File: src/sv/mps_pkg.sv
package mps_pkg;

	localparam int GRID_ROWS_DEF   = 16;
	localparam int GRID_COLS_DEF   = 16;
	localparam int STACK_DEPTH_DEF = 256;

	// Command codes of an input item.
	localparam logic [1:0] CMD_WRITE_CELL = 2'd0;
	localparam logic [1:0] CMD_SEARCH     = 2'd1;
	localparam logic [1:0] CMD_READ_PATH  = 2'd2;
	localparam logic [1:0] CMD_READ_MARK  = 2'd3;

	// Cell marks.
	localparam logic [1:0] MARK_OPEN = 2'd0;
	localparam logic [1:0] MARK_WALL = 2'd1;
	localparam logic [1:0] MARK_PATH = 2'd2;
	localparam logic [1:0] MARK_DEAD = 2'd3;

	// Search directions, tried in this order.
	localparam logic [1:0] DIR_EAST  = 2'd0;
	localparam logic [1:0] DIR_SOUTH = 2'd1;
	localparam logic [1:0] DIR_WEST  = 2'd2;
	localparam logic [1:0] DIR_NORTH = 2'd3;

	// Configuration register indexes.
	localparam logic [1:0] REG_START_ROW = 2'd0;
	localparam logic [1:0] REG_START_COL = 2'd1;
	localparam logic [1:0] REG_GOAL_ROW  = 2'd2;
	localparam logic [1:0] REG_GOAL_COL  = 2'd3;

	localparam logic [3:0] START_ROW_RST = 4'd1;
	localparam logic [3:0] START_COL_RST = 4'd1;
	localparam logic [3:0] GOAL_ROW_RST  = 4'd8;
	localparam logic [3:0] GOAL_COL_RST  = 4'd8;

	typedef struct packed {
		logic load;
		logic cell_wr;
		logic srch_init;
		logic push;
		logic pop;
		logic advance;
		logic res_sel;
		logic result;
	} mps_ctl_t;

	typedef struct packed {
		logic can_push;
		logic at_goal;
		logic sp_zero;
		logic top_last;
	} mps_sts_t;

endpackage

File: src/sv/maze_path_stack_search.sv
// Depth-first maze solver over a grid of up to 16 x 16 cells. Raise start with a command
// while busy is low; the result appears on the output ports for exactly one cycle with done
// high and cannot be held off, so the receiver must take it then. A cell write passes through
// the write, result-read and result states before done; a path or mark read goes straight to
// the result read. In a search each candidate cell costs a grid memory read and a decision
// state, and each backtracking step a stack memory read and an update state.
// Cell marks persist between searches; rewrite cells to open before a new search is to pass
// them. Configuration writes are taken at any edge with cfg_write high and must only be made
// while busy is low.
module maze_path_stack_search #(
	parameter int GRID_ROWS   = mps_pkg::GRID_ROWS_DEF,
	parameter int GRID_COLS   = mps_pkg::GRID_COLS_DEF,
	parameter int STACK_DEPTH = mps_pkg::STACK_DEPTH_DEF
) (
	input  logic       clk,
	input  logic       arst_n,
	input  logic       start,
	output logic       busy,
	input  logic [1:0] command,
	input  logic [3:0] cell_row,
	input  logic [3:0] cell_col,
	input  logic       is_wall,
	input  logic [7:0] path_index,
	input  logic       cfg_write,
	input  logic [1:0] cfg_index,
	input  logic [3:0] cfg_data,
	output logic       done,
	output logic       found,
	output logic [8:0] path_length,
	output logic [3:0] step_row,
	output logic [3:0] step_col,
	output logic [1:0] cell_mark
);
	import mps_pkg::*;

	mps_ctl_t ctl;
	mps_sts_t sts;

	mps_ctrl u_ctrl (
		.clk     (clk),
		.arst_n  (arst_n),
		.start   (start),
		.command (command),
		.sts     (sts),
		.ctl     (ctl),
		.busy    (busy)
	);

	mps_dp #(
		.GRID_ROWS   (GRID_ROWS),
		.GRID_COLS   (GRID_COLS),
		.STACK_DEPTH (STACK_DEPTH)
	) u_dp (
		.clk         (clk),
		.arst_n      (arst_n),
		.ctl         (ctl),
		.sts         (sts),
		.command     (command),
		.cell_row    (cell_row),
		.cell_col    (cell_col),
		.is_wall     (is_wall),
		.path_index  (path_index),
		.cfg_write   (cfg_write),
		.cfg_index   (cfg_index),
		.cfg_data    (cfg_data),
		.done        (done),
		.found       (found),
		.path_length (path_length),
		.step_row    (step_row),
		.step_col    (step_col),
		.cell_mark   (cell_mark)
	);

endmodule

File: src/sv/mps_ctrl.sv
module mps_ctrl (
	input  logic              clk,
	input  logic              arst_n,
	input  logic              start,
	input  logic [1:0]        command,
	input  mps_pkg::mps_sts_t sts,
	output mps_pkg::mps_ctl_t ctl,
	output logic              busy
);
	import mps_pkg::*;

	localparam logic [3:0] S_IDLE   = 4'd0;
	localparam logic [3:0] S_WRITE  = 4'd1;
	localparam logic [3:0] S_INIT   = 4'd2;
	localparam logic [3:0] S_CHECK  = 4'd3;
	localparam logic [3:0] S_EVAL   = 4'd4;
	localparam logic [3:0] S_POP_RD = 4'd5;
	localparam logic [3:0] S_POP_EV = 4'd6;
	localparam logic [3:0] S_RES_RD = 4'd7;
	localparam logic [3:0] S_RES    = 4'd8;

	logic [3:0] state_q;
	logic [3:0] state_nxt;

	always_comb begin
		state_nxt = state_q;
		ctl       = '0;
		unique case (state_q)
			S_IDLE: begin
				if (start) begin
					ctl.load = 1'b1;
					unique case (command)
						CMD_WRITE_CELL: state_nxt = S_WRITE;
						CMD_SEARCH:     state_nxt = S_INIT;
						default:        state_nxt = S_RES_RD;
					endcase
				end
			end
			S_WRITE: begin
				ctl.cell_wr = 1'b1;
				state_nxt   = S_RES_RD;
			end
			S_INIT: begin
				ctl.srch_init = 1'b1;
				state_nxt     = S_CHECK;
			end
			S_CHECK: begin
				state_nxt = S_EVAL;
			end
			S_EVAL: begin
				if (sts.can_push) begin
					ctl.push  = 1'b1;
					state_nxt = sts.at_goal ? S_RES_RD : S_CHECK;
				end else begin
					state_nxt = S_POP_RD;
				end
			end
			S_POP_RD: begin
				state_nxt = sts.sp_zero ? S_RES_RD : S_POP_EV;
			end
			S_POP_EV: begin
				if (sts.top_last) begin
					ctl.pop   = 1'b1;
					state_nxt = S_POP_RD;
				end else begin
					ctl.advance = 1'b1;
					state_nxt   = S_CHECK;
				end
			end
			S_RES_RD: begin
				ctl.res_sel = 1'b1;
				state_nxt   = S_RES;
			end
			S_RES: begin
				ctl.result = 1'b1;
				state_nxt  = S_IDLE;
			end
			default: begin
				state_nxt = S_IDLE;
			end
		endcase
	end

	always_ff @(posedge clk or negedge arst_n) begin
		if (!arst_n) begin
			state_q <= S_IDLE;
		end else begin
			state_q <= state_nxt;
		end
	end

	assign busy = (state_q != S_IDLE);

`ifndef ASSERT_OFF
	// The evaluation of a candidate always uses the read issued in the cycle before.
	a_eval_after_check: assert property (@(posedge clk) disable iff (!arst_n)
		state_q == S_EVAL |-> $past(state_q) == S_CHECK)
		else $error("evaluation without a preceding grid read");

	// A popped entry was read from the stack in the cycle before.
	a_pop_after_read: assert property (@(posedge clk) disable iff (!arst_n)
		state_q == S_POP_EV |-> $past(state_q) == S_POP_RD)
		else $error("stack entry used without a read");
`endif

endmodule

File: src/sv/mps_dp.sv
module mps_dp #(
	parameter int GRID_ROWS   = mps_pkg::GRID_ROWS_DEF,
	parameter int GRID_COLS   = mps_pkg::GRID_COLS_DEF,
	parameter int STACK_DEPTH = mps_pkg::STACK_DEPTH_DEF
) (
	input  logic              clk,
	input  logic              arst_n,
	input  mps_pkg::mps_ctl_t ctl,
	output mps_pkg::mps_sts_t sts,
	input  logic [1:0]        command,
	input  logic [3:0]        cell_row,
	input  logic [3:0]        cell_col,
	input  logic              is_wall,
	input  logic [7:0]        path_index,
	input  logic              cfg_write,
	input  logic [1:0]        cfg_index,
	input  logic [3:0]        cfg_data,
	output logic              done,
	output logic              found,
	output logic [8:0]        path_length,
	output logic [3:0]        step_row,
	output logic [3:0]        step_col,
	output logic [1:0]        cell_mark
);
	import mps_pkg::*;

	localparam int GAW   = $clog2(GRID_ROWS) + 4;
	localparam int CELLS = 1 << GAW;
	localparam int SAW   = $clog2(STACK_DEPTH);
	localparam int SPW   = $clog2(STACK_DEPTH + 1);

	// Stack entry: row, column, direction last tried.
	typedef struct packed {
		logic [3:0] row;
		logic [3:0] col;
		logic [1:0] dir;
	} entry_t;

	// Neighbour of a cell; the top bit flags a step off the grid. Stepping west
	// or north from index zero wraps to 31 in five bits and so fails the compare.
	function automatic logic [8:0] step_to(input logic [3:0] r, input logic [3:0] c,
			input logic [1:0] d);
		logic [4:0] nr;
		logic [4:0] nc;
		nr = {1'b0, r};
		nc = {1'b0, c};
		unique case (d)
			DIR_EAST:  nc = nc + 5'd1;
			DIR_SOUTH: nr = nr + 5'd1;
			DIR_WEST:  nc = nc - 5'd1;
			default:   nr = nr - 5'd1;
		endcase
		return {(nr >= 5'(GRID_ROWS)) || (nc >= 5'(GRID_COLS)), nr[3:0], nc[3:0]};
	endfunction

	function automatic logic [GAW-1:0] cell_addr(input logic [3:0] r, input logic [3:0] c);
		logic [7:0] a;
		a = {r, c};
		return a[GAW-1:0];
	endfunction

	// Configuration.
	logic [3:0] start_row_q, start_col_q, goal_row_q, goal_col_q;

	// Latched item.
	logic [1:0] cmd_q;
	logic [3:0] row_q, col_q;
	logic       wall_q;
	logic [7:0] idx_q;
	logic       item_oob;

	// Search state.
	logic [3:0]     cand_row_q, cand_col_q;
	logic           cand_oob_q;
	logic [SPW-1:0] sp_q;
	logic           found_q;

	// Memories and their read registers.
	logic [1:0]     grid_mem [CELLS];
	logic [CELLS-1:0] vld_q;
	logic [1:0]     g_rd_q;
	logic           g_vld_q;
	entry_t         stack_mem [STACK_DEPTH];
	entry_t         s_rd_q;

	logic           g_we;
	logic [GAW-1:0] g_waddr;
	logic [1:0]     g_wdata;
	logic [GAW-1:0] g_raddr;
	logic           s_we;
	logic [SAW-1:0] s_waddr;
	entry_t         s_wdata;
	logic [SAW-1:0] s_raddr;
	logic [SPW-1:0] sp_dec;
	logic [1:0]     mark_rd;
	logic [8:0]     east_nb;
	logic [8:0]     adv_nb;
	logic [1:0]     adv_dir;

	assign item_oob = ({1'b0, row_q} >= 5'(GRID_ROWS)) || ({1'b0, col_q} >= 5'(GRID_COLS));
	assign sp_dec   = sp_q - SPW'(1);
	assign mark_rd  = g_vld_q ? g_rd_q : MARK_OPEN;
	assign east_nb  = step_to(cand_row_q, cand_col_q, DIR_EAST);
	assign adv_dir  = s_rd_q.dir + 2'd1;
	assign adv_nb   = step_to(s_rd_q.row, s_rd_q.col, adv_dir);

	assign sts.can_push = !cand_oob_q && (mark_rd == MARK_OPEN)
		&& (sp_q != SPW'(STACK_DEPTH));
	assign sts.at_goal  = (cand_row_q == goal_row_q) && (cand_col_q == goal_col_q);
	assign sts.sp_zero  = (sp_q == '0);
	assign sts.top_last = (s_rd_q.dir == DIR_NORTH);

	always_comb begin
		g_we    = 1'b0;
		g_waddr = cell_addr(cand_row_q, cand_col_q);
		g_wdata = MARK_PATH;
		if (ctl.cell_wr) begin
			g_we    = !item_oob;
			g_waddr = cell_addr(row_q, col_q);
			g_wdata = wall_q ? MARK_WALL : MARK_OPEN;
		end else if (ctl.push) begin
			g_we = 1'b1;
		end else if (ctl.pop) begin
			g_we    = 1'b1;
			g_waddr = cell_addr(s_rd_q.row, s_rd_q.col);
			g_wdata = MARK_DEAD;
		end
	end

	always_comb begin
		s_we    = ctl.push || ctl.advance;
		s_waddr = ctl.push ? sp_q[SAW-1:0] : sp_dec[SAW-1:0];
		s_wdata = ctl.push ? entry_t'{row: cand_row_q, col: cand_col_q, dir: DIR_EAST}
			: entry_t'{row: s_rd_q.row, col: s_rd_q.col, dir: adv_dir};
	end

	assign g_raddr = ctl.res_sel ? cell_addr(row_q, col_q) : cell_addr(cand_row_q, cand_col_q);
	assign s_raddr = ctl.res_sel ? idx_q[SAW-1:0] : sp_dec[SAW-1:0];

	always_ff @(posedge clk) begin
		if (g_we) begin
			grid_mem[g_waddr] <= g_wdata;
		end
		g_rd_q <= grid_mem[g_raddr];
	end

	always_ff @(posedge clk) begin
		if (s_we) begin
			stack_mem[s_waddr] <= s_wdata;
		end
		s_rd_q <= stack_mem[s_raddr];
	end

	// A cell that was never written reads as open.
	always_ff @(posedge clk or negedge arst_n) begin
		if (!arst_n) begin
			vld_q   <= '0;
			g_vld_q <= 1'b0;
		end else begin
			if (g_we) begin
				vld_q[g_waddr] <= 1'b1;
			end
			g_vld_q <= vld_q[g_raddr];
		end
	end

	always_ff @(posedge clk or negedge arst_n) begin
		if (!arst_n) begin
			start_row_q <= START_ROW_RST;
			start_col_q <= START_COL_RST;
			goal_row_q  <= GOAL_ROW_RST;
			goal_col_q  <= GOAL_COL_RST;
		end else if (cfg_write) begin
			unique case (cfg_index)
				REG_START_ROW: start_row_q <= cfg_data;
				REG_START_COL: start_col_q <= cfg_data;
				REG_GOAL_ROW:  goal_row_q  <= cfg_data;
				default:       goal_col_q  <= cfg_data;
			endcase
		end
	end

	always_ff @(posedge clk) begin
		if (ctl.load) begin
			cmd_q  <= command;
			row_q  <= cell_row;
			col_q  <= cell_col;
			wall_q <= is_wall;
			idx_q  <= path_index;
		end
		if (ctl.srch_init) begin
			cand_row_q <= start_row_q;
			cand_col_q <= start_col_q;
			cand_oob_q <= ({1'b0, start_row_q} >= 5'(GRID_ROWS))
				|| ({1'b0, start_col_q} >= 5'(GRID_COLS));
		end else if (ctl.push) begin
			{cand_oob_q, cand_row_q, cand_col_q} <= east_nb;
		end else if (ctl.advance) begin
			{cand_oob_q, cand_row_q, cand_col_q} <= adv_nb;
		end
	end

	always_ff @(posedge clk or negedge arst_n) begin
		if (!arst_n) begin
			sp_q    <= '0;
			found_q <= 1'b0;
		end else if (ctl.srch_init) begin
			sp_q    <= '0;
			found_q <= 1'b0;
		end else if (ctl.push) begin
			sp_q    <= sp_q + SPW'(1);
			found_q <= sts.at_goal;
		end else if (ctl.pop) begin
			sp_q <= sp_dec;
		end
	end

	always_ff @(posedge clk or negedge arst_n) begin
		if (!arst_n) begin
			done <= 1'b0;
		end else begin
			done <= ctl.result;
		end
	end

	always_ff @(posedge clk) begin
		if (ctl.result) begin
			found       <= found_q;
			path_length <= 9'(sp_q);
			if ((cmd_q == CMD_READ_PATH) && (9'(idx_q) < 9'(sp_q))) begin
				step_row <= s_rd_q.row;
				step_col <= s_rd_q.col;
			end else begin
				step_row <= '0;
				step_col <= '0;
			end
			cell_mark <= item_oob ? MARK_WALL : mark_rd;
		end
	end

`ifndef ASSERT_OFF
	a_sp_bound: assert property (@(posedge clk) disable iff (!arst_n)
		sp_q <= SPW'(STACK_DEPTH))
		else $error("stack pointer beyond stack depth");

	a_found_has_path: assert property (@(posedge clk) disable iff (!arst_n)
		found_q |-> sp_q != '0)
		else $error("goal reached with an empty path");

	a_done_single: assert property (@(posedge clk) disable iff (!arst_n)
		done |=> !done)
		else $error("result strobe held for more than one cycle");

	a_no_write_conflict: assert property (@(posedge clk) disable iff (!arst_n)
		$countones({ctl.cell_wr, ctl.push, ctl.pop, ctl.advance}) <= 1)
		else $error("conflicting datapath commands");
`endif

endmodule

File: config.mk
export PLATFORM = sky130hd
export DESIGN_NAME = maze_path_stack_search
export DESIGN_NICKNAME = d
export VERILOG_FILES = /design/src/sv/mps_pkg.sv /design/src/sv/maze_path_stack_search.sv /design/src/sv/mps_ctrl.sv /design/src/sv/mps_dp.sv
export SDC_FILE = /design/constraint.sdc
export NUM_CORES = 2
export LEC_CHECK = 0
export BUFFER_PORTS_ARGS = -buffer_cell sky130_fd_sc_hd__buf_2
export CAP_MARGIN = 20
export CORE_UTILIZATION = 45
export DETAILED_ROUTE_END_ITERATION = 8
export HOLD_SLACK_MARGIN = 0.03
export PLACE_DENSITY = 0.69
export SKIP_CTS_REPAIR_TIMING = 1
export SLEW_MARGIN = 0
export SYNTH_ARGS = -nofsm -noshare
export SYNTH_HDL_FRONTEND = slang
export SYNTH_SLANG_ARGS = --single-unit
File: constraint.sdc
create_clock -name clk -period 15.1 [get_ports clk]
set_input_delay 0.755 -clock clk [delete_from_list [all_inputs] [get_ports clk]]
set_output_delay 0.755 -clock clk [all_outputs]
set_load 0.01 [all_outputs]
==> qor.yml <==
synthesis:
  synth_edf_count: 3119
  synth_seq_area_share_pct: 73.2
  synthArstFlopShare_pct: 8.42
  synth_flop_cell: "edfxtp_1"
  avgSynthCellArea_um2: 13.6
  ys_ff_latch: 3420
  yosysWarnings: 0
  synth_cells: 10200
  synth_nets: 10200
  syn_area_mm2: 0.138
  synth_cell_types: 96
setup_path:
  crit_chain: "nand4b_4 > inv_4 > mux2_8 > buf_4 > buf_4 > buf_4 > and3_1 > a311oi_1 > a311oi_1 > nor3_1 > nor4_1 > nor4_1"
  worstReg2RegStart: "u_ctrl.state_q[0]"
  path_class: "flip-flop to flip-flop"
  worstRegToRegCells: 12
  worstPathArrival_ns: 7.51
  cp_max_fo: 67
  crit_path_top_delay_cell: "nor4_1"
  critical_path.max_stage_delay_ns: 0.85
  critPathCaptureType: "flip-flop"
  path_delay_family: "buffers and inverters"
  r2r_end: "u_dp.s_rd_q[9]"
  start_kind: "flip-flop"
  required_ns: 15.86
  worst-path-buf-inv: 4
  rrSetupSlack_ns: 8.35
  cp_common_cell: "buf_4"
min_path:
  hp-start: "path_index[2]"
  hp-class: "primary input to flip-flop"
  holdPathEnd: "u_dp.idx_q[2]"
  whs_path_depth: 1
drt:
  routed_via_density: 6.24
  drt_iter0_markers: 13600
  drt_wl_total_um: 411000
  avgRoutedWirePerCell_um: 28.2
  drc: 0
  num_vias: 90900
  ant_nets: 0
  dr.pass1.iters: 7
sta:
  fin_tns_setup_ns: 0
  finalSetupViolations: 0
  relSlewSlack_pct: 7.94
  post-route-period-util_pct: 44.7
  finClkSkew_ns: 0.110
  layout_setup_ws_ns: 8.35
  max_freq_mhz: 148
  final_max_slew_viol_count: 0
  hold_viol_final: 0
  rsz0062_at_grt: "no"
  tightestPinTransition_ns: 1.38
  min_period_ns: 6.75
placed_design:
  pre_cts_ws_ns: 8.42
  routabilityCongestion: 0.894
  port_buffers: 50
  hpwl_um: 234000
layout:
  layout_commonest_cell: "edfxtp_1"
  area_delta_synth_final_pct: 11.8
  nets: 10200
  drive_gt1_share_pct: 9.78
  multi_input_area_mm2: 0.0339
  fillers: 25000
  mostFrequentLayoutCells: "edfxtp_1, nand2_1, nand3_1"
  seq_area_mm2: 0.101
job:
  maxCapViolCount: 0
die:
  die-area_mm2: 0.309
  row_count: 203
  io_pins: 51
  coreArea_mm2: 0.306
  die_y_um: 556
  die_w_um: 556
  start_util_pct: 45.2
clock_tree:
  tritoncts: "built"
  clockBufferDepth: 4
  clkLatencyLatePin_ns: 0.92
  clockRootBuffer: "clkbuf_16"
  cts_buffers: 336
  cts_sinks: 3420
  htree_levels: 5
  clkSlewWorstSetupHoldPaths_ns: 0.06
global_routing:
  antenna_found_initial: 26
  overflow: 0
  grt_pass1_wl_um: 592000
  gr-usage-all-layers_pct: 25.9
  grt_pass1_vias: 86200
  grt_start_max_net_pins: 210
outcome:
  status: "finished clean"
layout make-up:
| cell class | instances | area share [%] |
|---|---|---|
| diodes | 21 | 0.0340 |
| clock buffers | 411 | 5.76 |
| flip-flops and latches | 3420 | 65.5 |
| multi-input cells | 6034 | 22.0 |
| inverters | 30 | 0.0778 |
| repair buffers | 351 | 2.03 |
| well taps | 4100 | 3.32 |
| clock inverters | 202 | 1.28 |
cells by family (layout without fill, tap and decap cells):
group           Yosys count  after routing  share of synthesized area, %
simple gates           4140           4140                          12.7
flops                  3420           3420                          73.2
compound gates         1383           1383                          7.10
buf+inv                 731            994                          2.50
mux                     459            459                          4.04
xor+xnor                 28             28                         0.178
fa+ha+maj                24             24                         0.228
other cells               0             21                             0
how the worst max path moves through the flow:
| stage | to | slack, ns | from | depth (start not counted) |
|---|---|---|---|---|
| floorplan | u_dp.stack_mem[0][2] | 1.07 | u_dp.sp_q[2] | 8 |
| global placement | u_dp.s_rd_q[8] | 7.97 | u_ctrl.state_q[2] | 13 |
| CTS | u_dp.s_rd_q[9] | 8.42 | u_ctrl.state_q[0] | 12 |
| finish | u_dp.s_rd_q[9] | 8.35 | u_ctrl.state_q[0] | 12 |
| detailed placement | u_dp.s_rd_q[9] | 8.42 | u_ctrl.state_q[0] | 12 |
| global route | u_dp.s_rd_q[3] | 8.17 | u_ctrl.state_q[2] | 11 |
registers in the layout, indices dropped and copies added, names as in the netlist, 8 cells and up:
register	cells
u_dp.grid_mem	512
u_dp.idx_q	8
u_dp.path_length	9
u_dp.s_rd_q	10
u_dp.sp_q	9
u_dp.stack_mem	2560
u_dp.vld_q	256
cell usage after synthesis (71+ instances only):
cell	n	share of area, %
a21oi_1	251	0.91
a311oi_1	79	0.50
a31oi_1	139	0.63
a32oi_1	167	1.1
and3_1	108	0.49
buf_2	308	1.1
buf_4	71	0.39
clkbuf_1	249	0.68
dfrtp_1	284	5.1
edfxtp_1	3119	68
mux2i_1	351	2.5
mux4_2	74	1.2
nand2_1	2349	6.4
nand3_1	792	2.9
nand4_1	74	0.34
nor2_1	607	1.7
nor3_1	75	0.27
o21ai_0	134	0.49
o21bai_1	259	1.4
metal layers:
| layer | track usage [%] | up-vias | share of wire (%) |
|---|---|---|---|
| li1 | - | 37900 | - |
| met1 | 35.1 | 45600 | 37 |
| met2 | 39.3 | 6292 | 45 |
| met3 | 7.44 | 1083 | 13 |
| met4 | 10.6 | 28 | 4.2 |
| met5 | 0 | - | 0.047 |
stage by stage:
| stage | hold WS, ns | util (%) | instances | area (um^2) |
|---|---|---|---|---|
| 3_5_place_dp | 0.454 | 46.6 | 13900 | 143000 |
| 5_1_grt | 0.0307 | 50.5 | 14600 | 154000 |
| 6_report | 0.0491 | 50.5 | 14600 | 154000 |
| 2_1_floorplan | 0.420 | - | 10200 | 138000 |
| 4_1_cts | -0.197 | 50.2 | 14500 | 153000 |
| 3_3_place_gp | 0.450 | 46.6 | 13800 | 142000 |
Power is left out: the tool's default activity adds up to more than one toggle a clock period on the data nets, which glitch-free logic cannot reach.
